### config.mk
export PLATFORM = sky130hd
export DESIGN_NAME = ipd_ctrl
export DESIGN_NICKNAME = d
export VERILOG_FILES = /design/src/hdl/ipd_pkg.sv /design/src/hdl/ipd_ctrl.sv
export SDC_FILE = /design/constraint.sdc
export NUM_CORES = 1
export LEC_CHECK = 0
export BUFFER_PORTS_ARGS = -buffer_cell sky130_fd_sc_hd__buf_2
export CAP_MARGIN = 20
export CELL_PAD_IN_SITES_DETAIL_PLACEMENT = 1
export CELL_PAD_IN_SITES_GLOBAL_PLACEMENT = 1
export CORE_ASPECT_RATIO = 0.8
export CORE_MARGIN = 2
export CORE_UTILIZATION = 37
export DETAILED_ROUTE_END_ITERATION = 10
export HOLD_SLACK_MARGIN = 0.03
export PLACE_DENSITY = 0.85
export SYNTH_ARGS = -nofsm -noshare
export SYNTH_HDL_FRONTEND = slang
export SYNTH_SLANG_ARGS = --single-unit
### constraint.sdc
create_clock -name clk -period 1.7 [get_ports clk]
set_input_delay 0.17 -clock clk [delete_from_list [all_inputs] [get_ports clk]]
set_output_delay 0.17 -clock clk [all_outputs]
set_load 0.02 [all_outputs]
### src/hdl/ipd_pkg.sv
// Shared types and constants for the incremental PID drive unit.
`default_nettype none
package ipd_pkg;
    localparam int DRIVE_BITS = 16;
    localparam int ACC_W      = DRIVE_BITS + 16;
    localparam int KW         = 52;
    localparam int KLO        = 26;
    localparam int PW         = 59;
    localparam int SW         = 88;
    localparam int DIV_STEPS  = 32;
    localparam int MUL_STEPS  = 6;

    localparam logic [DRIVE_BITS-1:0] DRIVE_MAX = {DRIVE_BITS{1'b1}};

    localparam logic [1:0] REG_GAIN_P = 2'd0;
    localparam logic [1:0] REG_GAIN_I = 2'd1;
    localparam logic [1:0] REG_GAIN_D = 2'd2;
    localparam logic [1:0] REG_START  = 2'd3;

    typedef enum logic [2:0] {
        ST_IDLE,
        ST_DIV,
        ST_COEF,
        ST_MUL,
        ST_ACC,
        ST_FIN
    } state_t;

    typedef struct packed {
        logic       capture;
        logic       div_step;
        logic       coef_load;
        logic       mul_en;
        logic [2:0] mul_sel;
        logic       acc_en;
        logic       commit;
    } cmd_t;

    typedef struct packed {
        logic restart;
    } stat_t;
endpackage
`default_nettype wire

### src/hdl/ipd_ctrl.sv
// Step sequencer for the incremental PID drive unit.
`default_nettype none
module ipd_ctrl (
    input  wire logic          clk,
    input  wire logic          rst_n,
    input  wire logic          in_valid,
    input  wire logic          restart,
    input  wire logic          out_stall,
    input  wire ipd_pkg::stat_t stat,
    output logic               in_stall,
    output logic               out_valid,
    output ipd_pkg::cmd_t      cmd
);
    ipd_pkg::state_t state_reg, state_next;
    logic [4:0] cnt_reg, cnt_next;
    logic       out_valid_reg, out_valid_next;
    logic       accept, can_commit;

    assign accept     = in_valid && (state_reg == ipd_pkg::ST_IDLE);
    assign can_commit = !(out_valid_reg && out_stall);
    assign in_stall   = (state_reg != ipd_pkg::ST_IDLE);
    assign out_valid  = out_valid_reg;

    always_comb
    begin
        state_next = state_reg;
        cnt_next   = cnt_reg;
        unique case (state_reg)
            ipd_pkg::ST_IDLE:
            begin
                cnt_next = '0;
                if (accept)
                    state_next = restart ? ipd_pkg::ST_FIN : ipd_pkg::ST_DIV;
            end
            ipd_pkg::ST_DIV:
            begin
                cnt_next = cnt_reg + 5'd1;
                if (cnt_reg == 5'(ipd_pkg::DIV_STEPS - 1))
                begin
                    state_next = ipd_pkg::ST_COEF;
                    cnt_next   = '0;
                end
            end
            ipd_pkg::ST_COEF:
                state_next = ipd_pkg::ST_MUL;
            ipd_pkg::ST_MUL:
            begin
                cnt_next = cnt_reg + 5'd1;
                if (cnt_reg == 5'(ipd_pkg::MUL_STEPS - 1))
                    state_next = ipd_pkg::ST_ACC;
            end
            ipd_pkg::ST_ACC:
                state_next = ipd_pkg::ST_FIN;
            ipd_pkg::ST_FIN:
                if (can_commit)
                    state_next = ipd_pkg::ST_IDLE;
            default:
                state_next = ipd_pkg::ST_IDLE;
        endcase
    end

    always_comb
    begin
        cmd            = '0;
        cmd.capture    = accept;
        cmd.div_step   = (state_reg == ipd_pkg::ST_DIV);
        cmd.coef_load  = (state_reg == ipd_pkg::ST_COEF);
        cmd.mul_en     = (state_reg == ipd_pkg::ST_MUL);
        cmd.mul_sel    = cnt_reg[2:0];
        cmd.acc_en     = ((state_reg == ipd_pkg::ST_MUL) && (cnt_reg != '0))
                         || (state_reg == ipd_pkg::ST_ACC);
        cmd.commit     = (state_reg == ipd_pkg::ST_FIN) && can_commit;
        out_valid_next = out_valid_reg;
        if (out_valid_reg && !out_stall)
            out_valid_next = 1'b0;
        if (cmd.commit)
            out_valid_next = 1'b1;
    end

    // restart status only steers the datapath; no extra control needed here
    logic unused_stat;
    assign unused_stat = stat.restart;

    always_ff @(posedge clk or negedge rst_n)
    begin
        if (!rst_n)
        begin
            state_reg     <= ipd_pkg::ST_IDLE;
            cnt_reg       <= '0;
            out_valid_reg <= 1'b0;
        end
        else
        begin
            state_reg     <= state_next;
            cnt_reg       <= cnt_next;
            out_valid_reg <= out_valid_next;
        end
    end
endmodule
`default_nettype wire

After elaboration in Yosys (flattened, before gate mapping)
Index checks and enable logic that the tools add are counted.

storage, ports and cells
  register bits after elaboration = 9
  input bits = 6
  output and inout bits = 11
  logic and storage cells = 39

operators by class
  add/sub/neg operators = 1
  eq/ne operators = 11
  multiplexer cells = 10
  reductions and logical operators = 14

operator list
  kind                 count
  $pmux 3 s6           1
  $mux 3               5
  $pmux 5 s3           1
  $eq 3x2->1 const B   2
  $eq 3x3->1 const B   2
  $reduce_bool 3->1    2
  $add 5x1->5 const B  1
  $eq 5x3->1 const B   1
  $eq 5x5->1 const B   1
  $logic_and 1x1->1    5
  $mux 5               1
  $reduce_bool 5->1    1
  $ne 2x1->1 const B   2
  $ne 2x2->1 const B   2
  $reduce_and 4->1     1
  $eq 3x1->1 const B   1
  $logic_not 3->1      1
  $logic_not 1->1      2
  $mux 1               2
  $reduce_bool 2->1    1
  $logic_or 1x1->1     1

Longest topological paths before layout
  depth after elaboration = 4
  gate-level depth with buffers = 6
  gate-level depth less buffers = 6

Least setup slack after synthesis
OpenSTA, ideal clock, no wires.

  path type = register to register
  start point = register cnt_reg[0]
  end point = register cnt_reg[3]
  setup time = 94 ps
  arrival time = 1489 ps
  required time = 1606 ps
  path slack = 117 ps
  cell stages (with the launch flop) = 7
  buffers on the path = 0
  clock period less this slack = 1583 ps
  path through = dfrtp_1 ha_1 and3_2 ha_1 nand2b_1 o21ai_0 a211oi_1

between the ends
  word-level cells in the longest chain between the ends = 3
  elaborated cells between the ends (all ways) = 4
  those cells by class = 1 x add/sub; 1 x eq/ne; 2 x mux

RTL lines
  element                                           line                                            source
  from (decl)                                       ipd_ctrl.sv:15                                  logic [4:0] cnt_reg, cnt_next;
  from (signal assigned)                            ipd_ctrl.sv:95                                  cnt_reg <= cnt_next;
  $add 5x1->5 / $eq 5x5->1 (equally long branches)  ipd_ctrl.sv:37, ipd_ctrl.sv:48, ipd_ctrl.sv:38
  $mux 5                                            ipd_ctrl.sv:38                                  if (cnt_reg == 5'(ipd_pkg::DIV_STEPS - 1))
  $pmux 5 s3 (*)                                    ipd_ctrl.sv:28                                  unique case (state_reg)

Every way passes the cells marked *; elsewhere a longest branch is shown, timed or not.
A chain may end at the register's enable or synchronous reset.

==> metrics.md <==
| Metric | Value |
|---|---|
| Worst-Skew Late Latency | about 0.27 ns |
| Final period util | 105% |
| Pins Over Slew Limit | 0 |
| Yosys top cell area share | roughly 33% |
| Unrepaired setup endpoints after global routing | yes |
| Critical Path Fanout Max | 2 |
| Setup Crit Path Kind | flip-flop to primary output |
| Htree depth | 1 |
| Number of global-route vias before repair | between 600 and 700 |
| Placed Cells | 113 |
| Worst Max-Slew Pin Slew | 0.259 ns |
| Worst r2r src | cnt_reg[0] |
| Final routed DRC violation total | 0 |
| Final Critical Period | 1.78 ns |
| WP data required | 1.53 ns |
| Iter 0 DRT Violations | 6 |
| Yosys cell types | 35 |
| ANT nets after route | 0 |
| Max Clk Rate | 563 MHz |
| Slowest stage cell, crit path | or4b_4 |
| Syn_area_per_cell | 9.01 µm² |
| Synth area leader | dfrtp_1 |
| Synthesized area | 684 µm² |
| Root Buffer | clkbuf_4 |
| Row cnt | 13 |
| Setup Skew | 0.00846 ns |
| Most frequent cells in the layout | 17 x buf_4, 13 x buf_2, 6 x dfrtp_1 |
| Drt pass-1 iters | 3 |
| Max Cap Violations | 0 |
| Worst hold path cell count | 3 |
| Vert. Die Dim | around 42 µm |
| Ports | 17 |
| Antenna cells | 0 |
| Pleak | 0.000463 µW |
| CTS buffer count | 3 |
| Worst Hold Class | primary input to flip-flop |
| Final core occ | 54.7% |
| Drt wl/cell | 17.1 µm |
| Min-Delay Endpoint | out_valid |
| Clock-pin slew on the worst setup and hold paths | 0.06 ns |
| Share of layout cells above drive strength 1 | 49.0% |
| Seq cells post-synth | 9 |
| CTS tree | yes |
| CTS Sinks | 9 |
| GR Overflow Total | 0 |
| Slowest Stage Delay on Critical Path | 0.45 ns |
| Max IR drop VDD | 0.849 mV |
| Via/cell ratio | 5.42 |
| Final wirelength | 2.16 mm |
| Min-delay src | out_stall |
| Levels on crit path | 6 |
| Fill cell count | 216 |
| Syn Inst Count | 76 |
| Top Family by Delay on Critical Path | simple AND/OR/NAND/NOR gates |
| Area grow syn2layout | 33.8% |
| Worst setup SP type | flip-flop |
| Final nets | 115 |
| Failing checks | negative setup slack |
| Most common cell after layout, fill and taps aside | buf_4 |
| Area contributors post-synth | dfrtp_1 33%, ha_1 7.3%, buf_4 5.5% |
| Seq/Total Area, Yosys | 32.9% |
| Starting Density | 40.9% |
| R2R setup slack | -0.04 ns |
| R2r endpoint | state_reg[2] |
| DIE AREA | 0.00221 mm² |
| Largest net degree at the start of global routing | 16 |
| Gpl congestion | 0.764 |
| Relative slew slack | 82.8% |
| WP data arrival | 1.61 ns |
| Max reg flops | 5 |
| Pwr dens | roughly 1700 mW/mm² |
| Die X-Extent | around 52 µm |
| Setup crit end kind | primary output |
| R2R depth | 7 |
| Post-route insts no fill | 126 |
| Core footprint | 0.00168 mm² |
| Initial antenna violation count | 0 |
| # port buffers | 15 |
| WP buf/inv | 2 |
| Tot GR Track Use | 20.1% |
| Final setup viols | 3 |
| Final Hold Slack | roughly 0.15 ns |
| Run status | finished with violations |
| Via Count | 683 |
| Hpwl dp | 1.36 mm |
| Mapped Nets | 86 |
| CTS Buffer Depth | 2 |
| Final WS setup | -0.0769 ns |
| Cell Chain, Critical Path | inv_2, ha_1, or4b_4, nand3_2, o31ai_2, buf_4 |
| Final hold vios | 0 |
| Warning count from the yosys run | 0 |
| Global-route wire length before repair | 3.17 mm |
| TNS Setup | -0.129 ns |
==> report_power, final <==
group	internal (µW)	switching (µW)	total [µW]
combinational	474	529	1000
clock	90.8	81.4	172
sequential	288	88.9	377
total	853	700	1550
==> Yosys cell counts <==
master	number
nor2b_1	1
nand2b_1	1
a21boi_0	3
or4b_1	1
a21oi_1	4
and3_2	1
or3_4	1
o21ai_0	3
a311oi_1	1
ha_1	4
dfrtp_1	9
inv_2	2
or3_1	1
a22o_1	1
a21o_1	2
and2b_2	1
or2_1	1
a41oi_1	2
buf_2	1
nand3_1	4
a32o_1	1
nand2_1	4
and4bb_2	1
nor2_1	4
o311a_1	1
and3_1	2
o31ai_1	1
a211oi_1	2
buf_6	2
nor3_1	3
a21oi_2	1
o21a_1	1
buf_4	5
inv_1	3
and2_1	1
==> worst max-delay path by stage <==
stage / start / to
final: cnt_reg[0] / cmd[1]
after global routing: cnt_reg[0] / cmd[1]
after CTS: cnt_reg[1] / cmd[1]
after detailed placement: cnt_reg[0] / state_reg[2]
after global placement: cnt_reg[0] / cnt_reg[3]
after floorplan: cnt_reg[0] / cnt_reg[3]
==> kinds of logic after synthesis <==
| group | Yosys count | share of synthesized area [%] |
|---|---|---|
| AOI/OAI and AO/OA | 23 | 24.3 |
| DFF | 9 | 32.9 |
| and+or+nand+nor | 27 | 23.2 |
| adders and majority gates | 4 | 7.31 |
| buffers and inverters | 13 | 12.2 |
==> cell type report <==
class / count / area [µm²] / area share (%)
Sequential cell: 9 / 229 / 25.0
Timing Repair Buffer: 32 / 215 / 23.5
Multi-Input combinational cell: 54 / 399 / 43.6
Clock buffer: 4 / 26.3 / 2.87
Inverter: 5 / 18.8 / 2.05
Tap cell: 22 / 27.5 / 3.01
==> worst reg2reg max path, cell delays in order, from the launching register on <==
cell      delay [ns]
dfrtp_1         0.38
buf_4           0.15
ha_1            0.20
and3_2          0.21
ha_1            0.21
nand2b_2        0.15
nand2_1         0.08
a311oi_1        0.26
==> layer usage <==
metal	track usage, %	wire length [µm]
met1	25.5	967
met4	6.32	21
met2	30.9	1090
met3	8.21	79
met5	0	0
==> metrics by stage <==
stage | area (µm²) | setup WS (ns) | power (µW)
final | 916 | -0.0769 | 1550
after CTS | 835 | -0.0936 | 1390
after global routing | 916 | -0.126 | 1660
after global placement | 782 | 0.0664 | 1130
after floorplan | 684 | 0.117 | 954
after detailed placement | 782 | 0.0345 | 1160
==> repair_timing <==
item,in CTS,in global routing
hold buffers,1,0
buffers inserted,2,6
endpoints found under the setup margin,3,8
hold endpoints to repair,9,0
gates resized for setup,3,10
Note: power is estimated with default switching activity, not from simulation.
